==> config.mk <==
export PLATFORM = sky130hd
export DESIGN_NAME = preferential_attachment_linker
export DESIGN_NICKNAME = d
export VERILOG_FILES = /design/src/hw/rtl/pal_pkg.sv /design/src/hw/rtl/pal_ram.sv /design/src/hw/rtl/pal_ctrl.sv /design/src/hw/rtl/pal_dp.sv /design/src/hw/rtl/preferential_attachment_linker.sv
export SDC_FILE = /design/constraint.sdc
export NUM_CORES = 2
export LEC_CHECK = 0
export CORE_ASPECT_RATIO = 1.25
export CORE_MARGIN = 5
export CORE_UTILIZATION = 30
export CTS_BUF_LIST = sky130_fd_sc_hd__clkbuf_2 sky130_fd_sc_hd__clkbuf_4 sky130_fd_sc_hd__clkbuf_8
export CTS_CLUSTER_DIAMETER = 80
export DETAILED_ROUTE_END_ITERATION = 10
export DONT_BUFFER_PORTS = 1
export PLACE_DENSITY = 0.42
export SYNTH_ARGS = -nofsm -noshare
export SYNTH_HDL_FRONTEND = slang
export SYNTH_SLANG_ARGS = --single-unit
==> constraint.sdc <==
create_clock -name clk -period 17.3 [get_ports clk]
set_input_delay 0.865 -clock clk [delete_from_list [all_inputs] [get_ports clk]]
set_output_delay 0.865 -clock clk [all_outputs]
set_load 0.01 [all_outputs]
==> src/hw/rtl/pal_pkg.sv <==
package pal_pkg;

  // Size of the graph being grown.
  localparam int NODES    = 64;

  localparam int IDX_W    = $clog2(NODES);
  localparam int NODE_W   = $clog2(NODES + 1);
  localparam int DEG_W    = 7;
  localparam int CFG_W    = 7;
  localparam int FRAC_W   = 16;
  localparam int OUT_W    = 6;
  localparam int TOT_W    = $clog2(NODES * 127 + 1);
  localparam int PROD_W   = TOT_W + FRAC_W;
  localparam int ENT_W    = NODE_W + DEG_W;
  localparam int CMP_W    = (NODE_W > CFG_W) ? NODE_W : CFG_W;

  localparam logic [DEG_W-1:0]  DEG_MAX   = 7'd127;
  localparam logic [CFG_W-1:0]  SEED_HI   = CFG_W'((NODES < 64) ? NODES : 64);
  localparam logic [CFG_W-1:0]  SEED_LO   = 7'd2;
  localparam logic [IDX_W-1:0]  IDX_LAST  = IDX_W'(NODES - 1);
  localparam logic [NODE_W-1:0] NODE_LAST = NODE_W'(NODES - 1);
  localparam logic [NODE_W-1:0] NODE_END  = NODE_W'(NODES);

  localparam logic MODE_START = 1'b0;
  localparam logic MODE_DRAW  = 1'b1;

  localparam logic CFG_SEED_NODES     = 1'b0;
  localparam logic CFG_LINKS_PER_NODE = 1'b1;

  typedef enum logic [3:0] {
    ST_IDLE,
    ST_CLR,
    ST_SUM,
    ST_SUM_TAIL,
    ST_CHECK,
    ST_FIND,
    ST_FIND_TAIL,
    ST_RD_CH,
    ST_WR_CH,
    ST_RD_CUR,
    ST_WR_CUR,
    ST_EMIT
  } state_t;

  typedef struct packed {
    logic load;       // capture the fraction of an accepted item
    logic init_sum;   // restart address counter and total
    logic init_find;  // restart address counter and running sum
    logic clr_step;   // write one entry of the seed sweep
    logic issue;      // read the entry at the address counter
    logic acc_sum;    // add the returned entry into the total
    logic mul;        // form fraction times total
    logic acc_find;   // add the returned entry into the running sum
    logic rd_ch;      // read the chosen node
    logic wr_ch;      // write back the chosen node
    logic rd_cur;     // read the node being attached
    logic wr_cur;     // write back the node being attached
    logic open_seed;  // first node after the seed clique becomes current
    logic open_next;  // move on to the next node without a link
    logic emit;       // load the output register
  } cmd_t;

  typedef struct packed {
    logic addr_last;
    logic done;
    logic any;
    logic found;
    logic out_free;
  } sts_t;

endpackage

==> src/hw/rtl/pal_ram.sv <==
module pal_ram #(
  parameter int WIDTH = 8,
  parameter int DEPTH = 64
) (
  input  logic                     clk,
  input  logic                     we,
  input  logic [$clog2(DEPTH)-1:0] waddr,
  input  logic [WIDTH-1:0]         wdata,
  input  logic                     re,
  input  logic [$clog2(DEPTH)-1:0] raddr,
  output logic [WIDTH-1:0]         rdata
);

  logic [WIDTH-1:0] mem_r [DEPTH];
  logic [WIDTH-1:0] rdata_r;

  always_ff @(posedge clk) begin
    if (we) begin
      mem_r[waddr] <= wdata;
    end
    if (re) begin
      rdata_r <= mem_r[raddr];
    end
  end

  assign rdata = rdata_r;

endmodule

==> src/hw/rtl/pal_ctrl.sv <==
module pal_ctrl
  import pal_pkg::*;
(
  input  logic clk,
  input  logic rst_n,
  input  logic in_tvalid,
  input  logic in_tuser,
  output logic in_tready,
  input  sts_t sts,
  output cmd_t cmd
);

  state_t state_r, state_nxt;
  logic   accept;

  assign accept = (state_r == ST_IDLE) && in_tvalid;

  always_ff @(posedge clk) begin
    if (!rst_n) begin
      state_r <= ST_IDLE;
    end else begin
      state_r <= state_nxt;
    end
  end

  always_comb begin
    state_nxt = state_r;
    case (state_r)
      ST_IDLE: begin
        if (accept) begin
          if (in_tuser == MODE_START) begin
            state_nxt = ST_CLR;
          end else if (!sts.done) begin
            state_nxt = ST_SUM;
          end
        end
      end
      ST_CLR: begin
        if (sts.addr_last) state_nxt = ST_IDLE;
      end
      ST_SUM: begin
        if (sts.addr_last) state_nxt = ST_SUM_TAIL;
      end
      ST_SUM_TAIL:  state_nxt = ST_CHECK;
      ST_CHECK: begin
        state_nxt = sts.any ? ST_FIND : ST_IDLE;
      end
      ST_FIND: begin
        if (sts.found) begin
          state_nxt = ST_RD_CH;
        end else if (sts.addr_last) begin
          state_nxt = ST_FIND_TAIL;
        end
      end
      ST_FIND_TAIL: state_nxt = ST_RD_CH;
      ST_RD_CH:     state_nxt = ST_WR_CH;
      ST_WR_CH:     state_nxt = ST_RD_CUR;
      ST_RD_CUR:    state_nxt = ST_WR_CUR;
      ST_WR_CUR:    state_nxt = ST_EMIT;
      ST_EMIT: begin
        if (sts.out_free) state_nxt = ST_IDLE;
      end
      default:      state_nxt = ST_IDLE;
    endcase
  end

  always_comb begin
    cmd       = '0;
    in_tready = 1'b0;
    case (state_r)
      ST_IDLE: begin
        in_tready    = 1'b1;
        cmd.load     = accept;
        cmd.init_sum = accept;
      end
      ST_CLR: begin
        cmd.clr_step  = 1'b1;
        cmd.open_seed = sts.addr_last;
      end
      ST_SUM: begin
        cmd.issue   = 1'b1;
        cmd.acc_sum = 1'b1;
      end
      ST_SUM_TAIL: cmd.acc_sum = 1'b1;
      ST_CHECK: begin
        cmd.mul       = sts.any;
        cmd.init_find = sts.any;
        cmd.open_next = !sts.any;
      end
      ST_FIND: begin
        cmd.issue    = 1'b1;
        cmd.acc_find = 1'b1;
      end
      ST_FIND_TAIL: cmd.acc_find = 1'b1;
      ST_RD_CH:     cmd.rd_ch    = 1'b1;
      ST_WR_CH:     cmd.wr_ch    = 1'b1;
      ST_RD_CUR:    cmd.rd_cur   = 1'b1;
      ST_WR_CUR:    cmd.wr_cur   = 1'b1;
      ST_EMIT:      cmd.emit     = sts.out_free;
      default:      cmd          = '0;
    endcase
  end

endmodule

==> src/hw/rtl/pal_dp.sv <==
module pal_dp
  import pal_pkg::*;
(
  input  logic              clk,
  input  logic              rst_n,
  input  logic              cfg_we,
  input  logic              cfg_index,
  input  logic [CFG_W-1:0]  cfg_wdata,
  input  logic [FRAC_W-1:0] frac_in,
  input  cmd_t              cmd,
  output sts_t              sts,
  output logic              out_valid,
  output logic [OUT_W-1:0]  out_new,
  output logic [OUT_W-1:0]  out_chosen,
  output logic              out_last,
  input  logic              out_ready
);

  // Configuration.
  logic [CFG_W-1:0]  seed_r, seed_nxt;
  logic [CFG_W-1:0]  links_r, links_nxt;

  // Graph progress.
  logic [NODE_W-1:0] current_r, current_nxt;
  logic [CFG_W-1:0]  made_r, made_nxt;
  logic              done_r, done_nxt;

  // Scan datapath.
  logic [FRAC_W-1:0] frac_r, frac_nxt;
  logic [IDX_W-1:0]  addr_r, addr_nxt;
  logic              rd_vld_r, rd_vld_nxt;
  logic [IDX_W-1:0]  rd_idx_r, rd_idx_nxt;
  logic [TOT_W-1:0]  total_r, total_nxt;
  logic              any_r, any_nxt;
  logic [IDX_W-1:0]  last_cand_r, last_cand_nxt;
  logic [PROD_W-1:0] prod_r, prod_nxt;
  logic [TOT_W-1:0]  cum_r, cum_nxt;
  logic              found_r, found_nxt;
  logic [IDX_W-1:0]  found_idx_r, found_idx_nxt;
  logic [IDX_W-1:0]  chosen_r, chosen_nxt;

  // Output register.
  logic              out_vld_r, out_vld_nxt;
  logic [OUT_W-1:0]  out_new_r, out_new_nxt;
  logic [OUT_W-1:0]  out_chosen_r, out_chosen_nxt;
  logic              out_last_r, out_last_nxt;

  // Memory port.
  logic              ram_we, ram_re;
  logic [IDX_W-1:0]  ram_waddr, ram_raddr;
  logic [ENT_W-1:0]  ram_wdata, ram_rdata;

  logic [DEG_W-1:0]  rd_deg, deg_inc;
  logic [NODE_W-1:0] rd_tag;
  logic              cand;
  logic [TOT_W-1:0]  cum_add;
  logic [CFG_W-1:0]  seed_eff, links_eff, links_s;
  logic [CFG_W-1:0]  made_inc;
  logic              node_full;

  pal_ram #(
    .WIDTH (ENT_W),
    .DEPTH (NODES)
  ) u_deg_ram (
    .clk   (clk),
    .we    (ram_we),
    .waddr (ram_waddr),
    .wdata (ram_wdata),
    .re    (ram_re),
    .raddr (ram_raddr),
    .rdata (ram_rdata)
  );

  assign rd_deg  = ram_rdata[DEG_W-1:0];
  assign rd_tag  = ram_rdata[ENT_W-1:DEG_W];
  assign deg_inc = (rd_deg == DEG_MAX) ? DEG_MAX : rd_deg + 1'b1;

  // An entry is a candidate if it is an earlier node and was not linked to the
  // current node; the tag holds the last node that linked to it.
  assign cand = rd_vld_r && (NODE_W'(rd_idx_r) < current_r) && (rd_tag != current_r);
  assign cum_add = cum_r + TOT_W'(rd_deg);

  always_comb begin
    seed_eff = seed_r;
    if (seed_r < SEED_LO) seed_eff = SEED_LO;
    if (seed_r > SEED_HI) seed_eff = SEED_HI;
  end

  always_comb begin
    links_s = (links_r == '0) ? CFG_W'(1) : links_r;
    if (links_s > seed_eff) links_s = seed_eff;
    links_eff = links_s;
    if (CMP_W'(current_r) < CMP_W'(links_s)) links_eff = CFG_W'(current_r);
    if (links_eff == '0) links_eff = CFG_W'(1);
  end

  assign made_inc  = made_r + 1'b1;
  assign node_full = made_inc >= links_eff;

  always_comb begin
    ram_we    = 1'b0;
    ram_waddr = addr_r;
    ram_wdata = '0;
    ram_re    = 1'b0;
    ram_raddr = addr_r;
    if (cmd.clr_step) begin
      ram_we    = 1'b1;
      ram_wdata = {NODE_W'(0),
                   (CMP_W'(addr_r) < CMP_W'(seed_eff)) ? seed_eff - 1'b1 : DEG_W'(0)};
    end
    if (cmd.wr_ch) begin
      ram_we    = 1'b1;
      ram_waddr = chosen_r;
      ram_wdata = {current_r, deg_inc};
    end
    if (cmd.wr_cur) begin
      ram_we    = 1'b1;
      ram_waddr = current_r[IDX_W-1:0];
      ram_wdata = {rd_tag, deg_inc};
    end
    if (cmd.issue) begin
      ram_re = 1'b1;
    end
    if (cmd.rd_ch) begin
      ram_re    = 1'b1;
      ram_raddr = chosen_nxt;
    end
    if (cmd.rd_cur) begin
      ram_re    = 1'b1;
      ram_raddr = current_r[IDX_W-1:0];
    end
  end

  always_comb begin
    seed_nxt      = seed_r;
    links_nxt     = links_r;
    current_nxt   = current_r;
    made_nxt      = made_r;
    done_nxt      = done_r;
    frac_nxt      = frac_r;
    addr_nxt      = addr_r;
    rd_vld_nxt    = cmd.issue;
    rd_idx_nxt    = addr_r;
    total_nxt     = total_r;
    any_nxt       = any_r;
    last_cand_nxt = last_cand_r;
    prod_nxt      = prod_r;
    cum_nxt       = cum_r;
    found_nxt     = found_r;
    found_idx_nxt = found_idx_r;
    chosen_nxt    = chosen_r;

    if (cfg_we) begin
      case (cfg_index)
        CFG_SEED_NODES:     seed_nxt  = cfg_wdata;
        CFG_LINKS_PER_NODE: links_nxt = cfg_wdata;
        default:            seed_nxt  = seed_r;
      endcase
    end

    if (cmd.load) frac_nxt = frac_in;
    if (cmd.init_sum) begin
      addr_nxt  = '0;
      total_nxt = '0;
      any_nxt   = 1'b0;
    end
    if (cmd.init_find) begin
      addr_nxt  = '0;
      cum_nxt   = '0;
      found_nxt = 1'b0;
    end
    if (cmd.clr_step || cmd.issue) addr_nxt = addr_r + 1'b1;

    if (cmd.acc_sum && cand) begin
      total_nxt     = total_r + TOT_W'(rd_deg);
      any_nxt       = 1'b1;
      last_cand_nxt = rd_idx_r;
    end
    if (cmd.mul) prod_nxt = PROD_W'(frac_r) * PROD_W'(total_r);
    if (cmd.acc_find && cand && !found_r) begin
      cum_nxt = cum_add;
      if ({cum_add, FRAC_W'(0)} > prod_r) begin
        found_nxt     = 1'b1;
        found_idx_nxt = rd_idx_r;
      end
    end
    if (cmd.rd_ch) chosen_nxt = found_r ? found_idx_r : last_cand_r;

    if (cmd.open_seed) begin
      current_nxt = NODE_W'(seed_eff);
      made_nxt    = '0;
      done_nxt    = NODE_W'(seed_eff) >= NODE_END;
    end
    if (cmd.open_next || (cmd.emit && node_full)) begin
      current_nxt = current_r + 1'b1;
      made_nxt    = '0;
      done_nxt    = (current_r + 1'b1) >= NODE_END;
    end else if (cmd.emit) begin
      made_nxt = made_inc;
    end
  end

  always_comb begin
    out_vld_nxt    = out_vld_r && !out_ready;
    out_new_nxt    = out_new_r;
    out_chosen_nxt = out_chosen_r;
    out_last_nxt   = out_last_r;
    if (cmd.emit) begin
      out_vld_nxt    = 1'b1;
      out_new_nxt    = OUT_W'(current_r);
      out_chosen_nxt = OUT_W'(chosen_r);
      out_last_nxt   = node_full && (current_r == NODE_LAST);
    end
  end

  always_ff @(posedge clk) begin
    if (!rst_n) begin
      seed_r    <= 7'd3;
      links_r   <= 7'd2;
      current_r <= '0;
      made_r    <= '0;
      done_r    <= 1'b1;
      rd_vld_r  <= 1'b0;
      out_vld_r <= 1'b0;
    end else begin
      seed_r    <= seed_nxt;
      links_r   <= links_nxt;
      current_r <= current_nxt;
      made_r    <= made_nxt;
      done_r    <= done_nxt;
      rd_vld_r  <= rd_vld_nxt;
      out_vld_r <= out_vld_nxt;
    end
  end

  always_ff @(posedge clk) begin
    frac_r       <= frac_nxt;
    addr_r       <= addr_nxt;
    rd_idx_r     <= rd_idx_nxt;
    total_r      <= total_nxt;
    any_r        <= any_nxt;
    last_cand_r  <= last_cand_nxt;
    prod_r       <= prod_nxt;
    cum_r        <= cum_nxt;
    found_r      <= found_nxt;
    found_idx_r  <= found_idx_nxt;
    chosen_r     <= chosen_nxt;
    out_new_r    <= out_new_nxt;
    out_chosen_r <= out_chosen_nxt;
    out_last_r   <= out_last_nxt;
  end

  assign sts.addr_last = addr_r == IDX_LAST;
  assign sts.done      = done_r;
  assign sts.any       = any_r;
  assign sts.found     = found_r;
  assign sts.out_free  = !out_vld_r || out_ready;

  assign out_valid  = out_vld_r;
  assign out_new    = out_new_r;
  assign out_chosen = out_chosen_r;
  assign out_last   = out_last_r;

endmodule

==> src/hw/rtl/preferential_attachment_linker.sv <==
// Preferential-attachment linker. A start item (in_tuser low) rewrites the
// whole degree memory in one sweep of all addresses, giving each of the seed
// nodes a degree of one less than the seed count, and makes the first node
// after the seed clique current; it yields no result. Each draw item (in_tuser
// high) carries a Q0.16 random fraction in in_tdata and links the current node
// to one earlier node picked with probability proportional to its degree.
// A draw makes two scan passes, each reading one memory entry per cycle:
// the first sums the candidate degrees, the second stops at the first node
// whose running sum crosses fraction times total. A read and write of the
// chosen node and then of the current node update both degrees through
// the single memory port, and only then is the result offered.
// The degree memory has no reset of its own; it holds meaningful data only
// after the first start item, and draws before that are dropped. A result
// leaves through an output register, so the next item is taken while a
// result still waits. last_link travels as out_tlast and marks the final
// link of the whole graph.
module preferential_attachment_linker
  import pal_pkg::*;
(
  input  logic             clk,
  input  logic             rst_n,

  // Configuration write port: index 0 seed_nodes, index 1 links_per_node.
  input  logic             cfg_we,
  input  logic             cfg_index,
  input  logic [CFG_W-1:0] cfg_wdata,

  input  logic             in_tvalid,
  output logic             in_tready,
  input  logic [15:0]      in_tdata,   // [15:0] rand_fraction
  input  logic             in_tuser,   // [0] mode

  output logic             out_tvalid,
  input  logic             out_tready,
  output logic [15:0]      out_tdata,  // [5:0] new_node, [11:6] chosen_node, zero above
  output logic             out_tlast   // last_link
);

  cmd_t             cmd;
  sts_t             sts;
  logic [OUT_W-1:0] out_new, out_chosen;

  pal_ctrl u_ctrl (
    .clk       (clk),
    .rst_n     (rst_n),
    .in_tvalid (in_tvalid),
    .in_tuser  (in_tuser),
    .in_tready (in_tready),
    .sts       (sts),
    .cmd       (cmd)
  );

  pal_dp u_dp (
    .clk        (clk),
    .rst_n      (rst_n),
    .cfg_we     (cfg_we),
    .cfg_index  (cfg_index),
    .cfg_wdata  (cfg_wdata),
    .frac_in    (in_tdata[FRAC_W-1:0]),
    .cmd        (cmd),
    .sts        (sts),
    .out_valid  (out_tvalid),
    .out_new    (out_new),
    .out_chosen (out_chosen),
    .out_last   (out_tlast),
    .out_ready  (out_tready)
  );

  // Fields packed from the lowest bit up; the top nibble is padding.
  assign out_tdata = {4'b0000, out_chosen, out_new};

endmodule
==> flow_summary.yaml <==
synth:
  synthArstFlopShare: 0
  synthFlopType: "edfxtp_1"
  yosys_warnings: 0
  ys_types: 67
  synth_area_per_cell_um2: 12.09
  ys_seq_area_frac: 0.6174
  synth_edf_count: 1012
  syn_inst: 4202
  netlist_area_mm2: 0.05081
  synth_seq_cells: 1061
place:
  io_buffers: 0
  placed_area_mm2: 0.05355
  dp_slack_ns: 10.71
  place_inst: 6278
  gp_congestion: 0.7793
  dp_hpwl_um: 91670
clock_network:
  clkSinkCount: 1061
  root_buffer: "clkbuf_8"
  clkTransAtPathRegs_ns: 0.06
  cts-buffers-inserted: 186
  insertion_delay_ns: 0.94
  cts_setup_buffers: 0
  clockBufferDepth: 3
  cts_resized: 0
  cts_tree: "yes"
  htree_levels: 4
global_routing:
  first_global_vias: 32860
  grtUsageTotal: 0.1696
  grt_max_degree: 149
  antenna_found_initial: 4
  grt_remaining_overflow: 0
  grt_pass1_wl_um: 225900
pwr:
  comb_power_share: 0.501
  vdd_drop_max_mv: 0.2169
  seq_power_share: 0.291
  pwr-share-clk: 0.208
  total_power_mw: 10.94
  pwr_density_cell_mw_per_mm2: 190.5
  switchingPower_mw: 4.685
  switching_share: 0.4281
  internal_power_mw: 6.258
  p_leak_nw: 20.78
critical_path:
  r2r_cells: 19
  slowest_delay_ns: 0.80
  crit_fanout: 17
  cpMostUsedCell: "fa_1"
  crit_arrival_ns: 7.23
  startpoint_type: "register"
  cp_slowest_cell: "edfxtp_1"
  timing.rr.end: "u_dp.prod_r[27]"
  reg2reg_from: "u_dp.total_r[5]"
  critPathKind: "reg2reg"
  r2r_slack_ns: 10.74
  cp-end-kind: "register"
  required_ns: 17.97
  crit_chain: "nand2_1 > fa_1 > inv_1 > fa_1 > inv_1 > fa_1 > inv_1 > fa_1 > fa_1 > ha_1 > nand4_1 > nor4_1 > nor3_1 > o31ai_1 > a221o_1 > nand4_1 > nand4b_1 > a21oi_1 > xnor2_1"
detailed_routing:
  drt_pass1_iterations: 5
  post-route-drc-count: 0
  wl_per_cell_um: 22.89
  routed_wl_um: 151900
  drt_iter0_markers: 2256
  num_vias: 32570
  drt-vias-per-instance: 4.907
  ant_nets: 0
layout:
  post_route_cells_drive_above_1_share: 0.1024
  stdcell_count: 6638
  fin_area_mm2: 0.05743
  nNetsFinal: 4595
  fin_util: 0.3395
  area_growth_pct: 13.02
floorplan:
  io_pins: 49
  start_util: 0.3004
  rows: 169
  die_h_um: 470.1
  dieArea_mm2: 0.1778
  die_width_um: 378.1
  core_area_mm2: 0.1692
timing:
  max_slew_margin: 0.1350
  hold_viol: 0
  setup_viol: 0
  finalMaxSlewViolations: 0
  fmax_ghz: 0.1524
  tightest_slew_ns: 1.293
  fin_skew_ns: 0.06441
  holdWs_ns: 0.1416
  fin_crit_ns: 6.561
  rsz0062_at_grt: "no"
  fin_tns_setup_ns: 0
  timing.final.ws_setup_ns: 10.74
  finalCritPeriodShare: 0.3792
min_path:
  hold-path-endpoint: "u_dp.links_r[3]"
  hold_class: "in2reg"
  hold_depth: 2
  worstHoldStart: "cfg_we"
run_status:
  outcome: "finished clean"
flow_run:
  cap_viol_max_count: 0
-- timing repair --
item,CTS,global route
hold buffers,30,0
endpoints found under the setup margin,0,0
hold endpoints to repair,31,0
-- sequential cells by signal (all words and copies together) (netlist names), 4 cells and up --
register / flops
u_dp.u_deg_ram.mem_r: 896
u_dp.prod_r: 29
u_dp.frac_r: 16
u_dp.u_deg_ram.rdata: 14
u_dp.cum_r: 13
u_dp.total_r: 13
u_dp.current_r: 7
u_dp.links_r: 7
u_dp.made_r: 7
u_dp.seed_r: 7
u_dp.addr_r: 6
u_dp.chosen_r: 6
u_dp.found_idx_r: 6
u_dp.last_cand_r: 6
u_dp.out_chosen: 6
u_dp.out_new: 6
u_dp.rd_idx_r: 6
u_ctrl.state_r: 4
-- per-layer routing --
| layer | wire (um) | part of all wire | GRT usage |
|---|---|---|---|
| met4 | 5235 | 0.034 | 0.06151 |
| met3 | 6687 | 0.044 | 0.02803 |
| met1 | 67790 | 0.45 | 0.2286 |
| met2 | 72200 | 0.48 | 0.2758 |
| met5 | 0 | 0 | 0 |
-- layout make-up --
type / count / area [um^2]
antenna: 2 / 5.005
clock buffer: 252 / 3080
clock inverter: 76 / 493.0
fill: 16880 / 111700
inverter: 218 / 818.3
multi-input combinational: 2665 / 17700
sequential: 1061 / 31370
tap: 2223 / 2781
timing repair buffer: 141 / 1184
-- Yosys cell counts, types with 15 or more instances --
cell type  count  area share
clkbuf_1     163       0.012
nand3_1      269       0.026
edfxtp_1    1012        0.60
a31oi_1       61      0.0075
a32o_1        28      0.0055
xnor2_1       43      0.0074
o21ai_0       31      0.0031
buf_2         61      0.0060
a221o_1       23      0.0045
and2_1        85       0.010
o22ai_1       16      0.0020
and3_1       127       0.016
a21o_1        30      0.0044
nor2_1       130      0.0096
inv_1        217       0.016
xor2_1        26      0.0045
nand2_1     1004       0.074
fa_1         156       0.061
nor3_1        49      0.0048
a21oi_1       71      0.0070
dfxtp_1       49       0.019
buf_1         15      0.0011
a32oi_1       29      0.0050
nor2b_1       26      0.0032
o221ai_1      29      0.0050
a211oi_1      88       0.013
mux2i_1       70       0.014
ha_1         136       0.033
-- cells in the final DEF (no fill, tap or decap), types with 18 or more instances in the layout --
cell           Yosys  layout
o21ai_0           31      29
buf_4             14     107
nor2_1           130     118
a31oi_1           61      61
fa_1             156     156
xnor2_1           43      43
clkbuf_4           0      62
nor2b_1           26      26
ha_1             136     136
xor2_1            26      26
inv_1            217     217
and2_1            85      84
o221ai_1          29      29
a211oi_1          88      88
a32oi_1           29      29
clkbuf_8           0     190
and3_1           127     127
nand3_1          269     269
dfxtp_1           49      49
a21oi_1           71      71
dlygate4sd3_1      0      30
nand2_1         1004    1001
a32o_1            28      28
a221o_1           23      22
clkinv_1           1      43
mux2i_1           70      70
clkinv_2           0      18
edfxtp_1        1012    1012
a21o_1            30      30
nor3_1            49      47
-- power groups by stage --
stage	Clock [mW]	Combinational, mW	Sequential [mW]
2_1_floorplan	0	3.80	3.16
3_3_place_gp	0	5.57	3.23
3_5_place_dp	0	5.52	3.24
4_1_cts	2.36	5.61	3.18
5_1_grt	2.47	6.16	3.19
6_report	2.28	5.49	3.18
-- logic make-up after synthesis --
logic type	Yosys count	synth area share
AND/OR/NAND/NOR	1752	0.1532
flip-flops	1061	0.6174
buffers and inverters	479	0.03910
AO/OA/AOI/OAI	474	0.06875
adder cells (fa/ha/maj)	292	0.09495
multiplexers	74	0.01468
XOR/XNOR	69	0.01189
other	1	0.00007380
-- worst max-delay path by stage --
| stage | start | endpoint | slack (ns) |
|---|---|---|---|
| 2_1_floorplan | u_dp.total_r[1] | u_dp.prod_r[28] | 11.38 |
| 3_3_place_gp | u_dp.total_r[7] | u_dp.prod_r[27] | 10.78 |
| 3_5_place_dp | u_dp.total_r[7] | u_dp.prod_r[27] | 10.71 |
| 4_1_cts | u_dp.total_r[7] | u_dp.prod_r[27] | 10.68 |
| 5_1_grt | u_dp.seed_r[2] | u_dp.made_r[3] | 10.36 |
| 6_report | u_dp.total_r[5] | u_dp.prod_r[27] | 10.74 |
-- worst max-delay path: cells and delay by family (launching register included) --
kind	cells	cell delay (ns)
buffers and inverters	3	0.17
adders and majority gates	6	2.90
AOI/OAI and AO/OA	3	1.15
DFF	1	0.80
and+or+nand+nor	6	1.13
xor gates and xnor gates	1	0.12
Note: power is estimated with default switching activity, not from simulation.
